### config.mk
export PLATFORM = sky130hd
export DESIGN_NAME = iee_front
export DESIGN_NICKNAME = d
export VERILOG_FILES = /design/src/iee_pkg.sv /design/src/iee_front.sv
export SDC_FILE = /design/constraint.sdc
export NUM_CORES = 1
export LEC_CHECK = 0
export ABC_CLOCK_PERIOD_IN_PS = 2450
export BUFFER_PORTS_ARGS = -buffer_cell sky130_fd_sc_hd__buf_2
export CAP_MARGIN = 25
export CORE_MARGIN = 3
export CORE_UTILIZATION = 50
export DETAILED_ROUTE_END_ITERATION = 8
export GPL_TIMING_DRIVEN = 0
export PLACE_DENSITY_LB_ADDON = 0.1
export SYNTH_ARGS = -nofsm -noshare
export SYNTH_HDL_FRONTEND = slang
export SYNTH_SLANG_ARGS = --single-unit
### constraint.sdc
create_clock -name clk -period 2.45 [get_ports clk]
set_input_delay 0.49 -clock clk [delete_from_list [all_inputs] [get_ports clk]]
set_output_delay 0.49 -clock clk [all_outputs]
set_load 0.01 [all_outputs]
### src/iee_pkg.sv
package iee_pkg;

	localparam int DATA_W   = 64;
	localparam int FIFO_D   = 4;
	localparam int WT_DEPTH = 24;

	// Character classes seen by the back end
	typedef enum logic [2:0] {
		K_DIGIT = 3'd0,
		K_POINT = 3'd1,
		K_PLUS  = 3'd2,
		K_MINUS = 3'd3,
		K_TIMES = 3'd4,
		K_DIV   = 3'd5,
		K_OTHER = 3'd6
	} kind_t;

	typedef enum logic [2:0] {
		OP_PLUS  = 3'd0,
		OP_MINUS = 3'd1,
		OP_TIMES = 3'd2,
		OP_DIV   = 3'd3,
		OP_NONE  = 3'd4
	} op_t;

	typedef enum logic [1:0] {
		ST_OK    = 2'd0,
		ST_DIV0  = 2'd1,
		ST_OVF   = 2'd2,
		ST_NOTRM = 2'd3
	} status_t;

	typedef struct packed {
		kind_t      kind;
		logic [3:0] digit;
		logic       last;
	} tok_t;

	typedef struct packed {
		logic [DATA_W-1:0] val;
		logic              ovf;
	} sat_t;

	typedef logic [WT_DEPTH-1:0][DATA_W-1:0] wtab_t;

	// ASCII codes
	localparam logic [7:0] CH_0     = 8'h30;
	localparam logic [7:0] CH_9     = 8'h39;
	localparam logic [7:0] CH_POINT = 8'h2E;
	localparam logic [7:0] CH_PLUS  = 8'h2B;
	localparam logic [7:0] CH_MINUS = 8'h2D;
	localparam logic [7:0] CH_TIMES = 8'h2A;
	localparam logic [7:0] CH_DIV   = 8'h2F;

	// Clamp a magnitude to the signed range and apply the sign
	function automatic sat_t pack_mag(input logic neg, input logic [DATA_W-1:0] mag,
			input logic ovf, input logic [DATA_W-1:0] vmax);
		logic [DATA_W-1:0] lim;
		logic [DATA_W-1:0] m;
		sat_t              r;
		lim   = vmax + {{(DATA_W-1){1'b0}}, neg};
		m     = mag;
		r.ovf = 1'b0;
		if (ovf || mag > lim) begin
			m     = lim;
			r.ovf = 1'b1;
		end
		r.val = neg ? (~m + 1'b1) : m;
		return r;
	endfunction

	// Saturating signed add
	function automatic sat_t sat_add(input logic [DATA_W-1:0] a, input logic [DATA_W-1:0] b,
			input logic [DATA_W-1:0] vmax);
		logic signed [DATA_W:0] s;
		logic signed [DATA_W:0] hi;
		logic signed [DATA_W:0] lo;
		sat_t                   r;
		s     = $signed({a[DATA_W-1], a}) + $signed({b[DATA_W-1], b});
		hi    = $signed({1'b0, vmax});
		lo    = -hi - 1;
		r.ovf = 1'b0;
		r.val = s[DATA_W-1:0];
		if (s > hi) begin
			r.val = hi[DATA_W-1:0];
			r.ovf = 1'b1;
		end else if (s < lo) begin
			r.val = lo[DATA_W-1:0];
			r.ovf = 1'b1;
		end
		return r;
	endfunction

	// Fraction digit weights, evaluated at elaboration
	function automatic wtab_t weight_table(input int frac_bits);
		logic [DATA_W-1:0] w;
		wtab_t             t;
		w = ((64'd1 << frac_bits) + 64'd5) / 64'd10;
		for (int k = 0; k < WT_DEPTH; k++) begin
			t[k] = w;
			w    = (w + 64'd5) / 64'd10;
		end
		return t;
	endfunction

endpackage

### src/iee_front.sv
module iee_front
	import iee_pkg::*;
(
	input  logic       clk,
	input  logic       arst_n,
	input  logic       in_valid,
	output logic       in_ready,
	input  logic [7:0] in_char,
	input  logic       in_last,
	output logic       tok_valid,
	output tok_t       tok,
	input  logic       tok_pop
);

	localparam int PW = $clog2(FIFO_D);

	tok_t          mem_q [FIFO_D];
	logic [PW-1:0] wr_q;
	logic [PW-1:0] rd_q;
	logic [PW:0]   cnt_q;
	tok_t          cls;
	logic          push;

	// Classify the incoming character
	always_comb begin
		cls.digit = in_char[3:0];
		cls.last  = in_last;
		if (in_char >= CH_0 && in_char <= CH_9) cls.kind = K_DIGIT;
		else if (in_char == CH_POINT)            cls.kind = K_POINT;
		else if (in_char == CH_PLUS)             cls.kind = K_PLUS;
		else if (in_char == CH_MINUS)            cls.kind = K_MINUS;
		else if (in_char == CH_TIMES)            cls.kind = K_TIMES;
		else if (in_char == CH_DIV)              cls.kind = K_DIV;
		else                                     cls.kind = K_OTHER;
	end

	assign in_ready  = (cnt_q != (PW+1)'(FIFO_D));
	assign push      = in_valid && in_ready;
	assign tok_valid = (cnt_q != '0);
	assign tok       = mem_q[rd_q];

	// Store words in the queue
	always_ff @(posedge clk) begin
		if (push) mem_q[wr_q] <= cls;
	end

	// Advance pointers and count
	always_ff @(posedge clk or negedge arst_n) begin
		if (!arst_n) begin
			wr_q  <= '0;
			rd_q  <= '0;
			cnt_q <= '0;
		end else begin
			if (push) wr_q <= wr_q + 1'b1;
			if (tok_pop) rd_q <= rd_q + 1'b1;
			if (push && !tok_pop) cnt_q <= cnt_q + 1'b1;
			else if (!push && tok_pop) cnt_q <= cnt_q - 1'b1;
		end
	end

endmodule

==> reports/metrics.cfg <==
[outcome]
outcome = finished clean

[critical_path]
path_cells = buf_4, mux4_2, buf_2
critPathKind = reg2out
start_kind = register
end_kind = output port
critPathBufInv = 2
slowest_stage = mux4_2
crit_family = multiplexers
crit_arrival_ns = 1.60
crit_fanout = 10
worstPathRequired_ns = 1.96
critPathMaxStageDelay_ns = 0.54

[die]
die_area_um2 = 4030
row_count = 20
die_y_um = 63.5
start_util = 0.532
die_x_um = 63.5
core-area_um2 = 3100
ios = 23

[timing]
slew-limit-headroom = 0.708
fmax_mhz = 480
max_slew.worst_pin.slew_ns = 0.439
min_period_ns = 2.09
maxSlewViolCount = 0
rsz0062_at_grt = no
fin_skew_ns = 0.00534
finalSetupViolations = 0
period_share = 0.851
fin_tns_setup_ns = 0
hold_violations = 0

[placed_design]
dpl.cell_count = 156
port_buffers = 22
gp_congestion = 0.688
hpwl_mm = 1.78

[layout]
final_cells = 165
diodes = 0
drive_gt1_frac = 0.372
syn_to_final_growth_pct = 15.5
nNetsFinal = 139

[pwr]
powerDensity_nw_per_um2 = 1090
power_leakage_nw = 0.709
irDropWorstVdd_mv = 0.536

[yosys]
syn_area_per_cell_um2 = 18.4
synth_cells = 90
yosysSeqAreaShare = 0.688
yosys-top-cells-count = edfxtp_1 (32), mux4_2 (8), dfrtp_1 (7)
yosys_warnings = 0
synth.most_common_cell = edfxtp_1
synth_nets = 109
yosysTopAreaCellShare = 0.582
synth_edf_count = 32
synth_area_leaders = edfxtp_1 (58%), mux4_2 (11%), dfrtp_1 (11%)
synth.cell_area_um2 = 1650
yosysTopAreaCell = edfxtp_1
synthArstFlopShare = 0.179
yosys.cell_types.count = 26
ys.flop_type = edfxtp_1
ys_seq_elements = 39

[detailed_routing]
viasPerCell = 5.18
wl_met2_mm = 1.28
wl_met3_um = 74
first_pass_iters = 2
ant_nets = 0
dr.max_layer_used = met4
vias = 854
totalWireLength_mm = 2.53
first_iter_violations = 15
drt-met1-wl_mm = 1.11
drcViolationCount = 0
wire_per_inst_um = 15.3

[worst_hold_path]
min_path_type = in2reg

[grt]
grt_pass1_wl_mm = 4.34
grt_pass1_vias = 950
grt_max_degree = 14
grt_usage = 0.147
grt.overflow.total = 0
antenna_found_initial = 0

[clock_tree]
cts_num_sinks = 39
path_clk_slew_ns = 0.11
cts_max_level = 2
cts_tree = done
ctsHoldBuffers = 1
cts_max_path_buffers = 2
clockRootBuffer = clkbuf_4
cts_buffers = 5
cts_resized = 0
insertion_delay_ns = 0.34
post_cts.repair.setup_buffers = 0

[job]
max_cap_violations = 0

## path summary, 6_finish.rpt
| path | end | from | cells after the start | slack [ns] |
|---|---|---|---|---|
| setup / recovery | tok[5] | rd_q[0] | 3 | 0.36 |
| hold / removal | rd_q[0] | tok_pop | 2 | 0.34 |
| setup reg to reg | cnt_q[2] | cnt_q[0] | 8 | 0.38 |
| hold reg to reg | cnt_q[2] | cnt_q[2] | 1 | 0.54 |
| max in group asynchronous | rd_q[1] | arst_n | 2 | 1.80 |
| min in group asynchronous | cnt_q[2] | arst_n | 2 | 0.50 |
## placed cells by master, fill, tap and decap left out, drive strengths merged, types with 3 or more instances in the layout
cell / instances
edfxtp: 32
buf: 24
mux4: 8
dfrtp: 7
inv: 5
ha: 5
clkbuf: 5
and2: 5
xnor2: 4
xor2: 3
o21ai: 3
## state kept, by name (all words and copies together), names as in the netlist
register	cells
rd_q	2
cnt_q	3
mem_q	32
wr_q	2
## layout make-up
type	instances	area [um2]
timing repair buffer	23	120
sequential	39	1140
fill	264	1190
inverter	5	18.8
buffer	2	12.5
tap	44	55.1
clock inverter	3	43.8
clock buffer	5	37.5
multi-input combinational	44	484
## per-layer routing
metal | global-route usage | up-vias
li1 | - | 401
met5 | 0 | -
met1 | 0.180 | 428
met4 | 0.0809 | 0
met3 | 0.0374 | 8
met2 | 0.237 | 17
## stage by stage
step / total power [mW] / area (um2) / hold WS (ns) / setup WS (ns) / utilization
2_1_floorplan: 1.46 / 1650 / 0.194 / 0.633 / -
3_3_place_gp: 1.65 / 1820 / 0.330 / 0.443 / 0.585
3_5_place_dp: 1.69 / 1820 / 0.335 / 0.345 / 0.585
5_1_grt: 2.22 / 1910 / 0.347 / 0.211 / 0.615
6_report: 2.08 / 1910 / 0.344 / 0.365 / 0.615
4_1_cts: 2.11 / 1910 / 0.333 / 0.337 / 0.615
## cell families after synthesis
logic type | Yosys count | share of synthesized area
adders and majority gates | 6 | 0.0500
muxes | 10 | 0.123
AOI/OAI and AO/OA | 7 | 0.0348
xor gates and xnor gates | 7 | 0.0371
DFF | 39 | 0.688
and+or+nand+nor | 14 | 0.0485
buffers and inverters | 7 | 0.0189
## worst reg2reg max path: cells and delay by family, from the launching register on
family                   cells  cell delay [ns]
adder cells (fa/ha/maj)      2             0.63
AND/OR/NAND/NOR              2             0.22
XOR/XNOR                     2             0.33
AO/OA/AOI/OAI                1             0.31
buffers and inverters        1             0.06
flip-flops                   1             0.45
## power breakdown
group          switching (mW)  internal (mW)  leakage [nW]  total [mW]
logic                   0.353          0.338         0.294       0.691
clock network           0.207          0.215        0.0452       0.422
registers              0.0720          0.891         0.370       0.963
total                   0.632           1.44         0.709        2.08
Power figures use the tool's default switching activity.
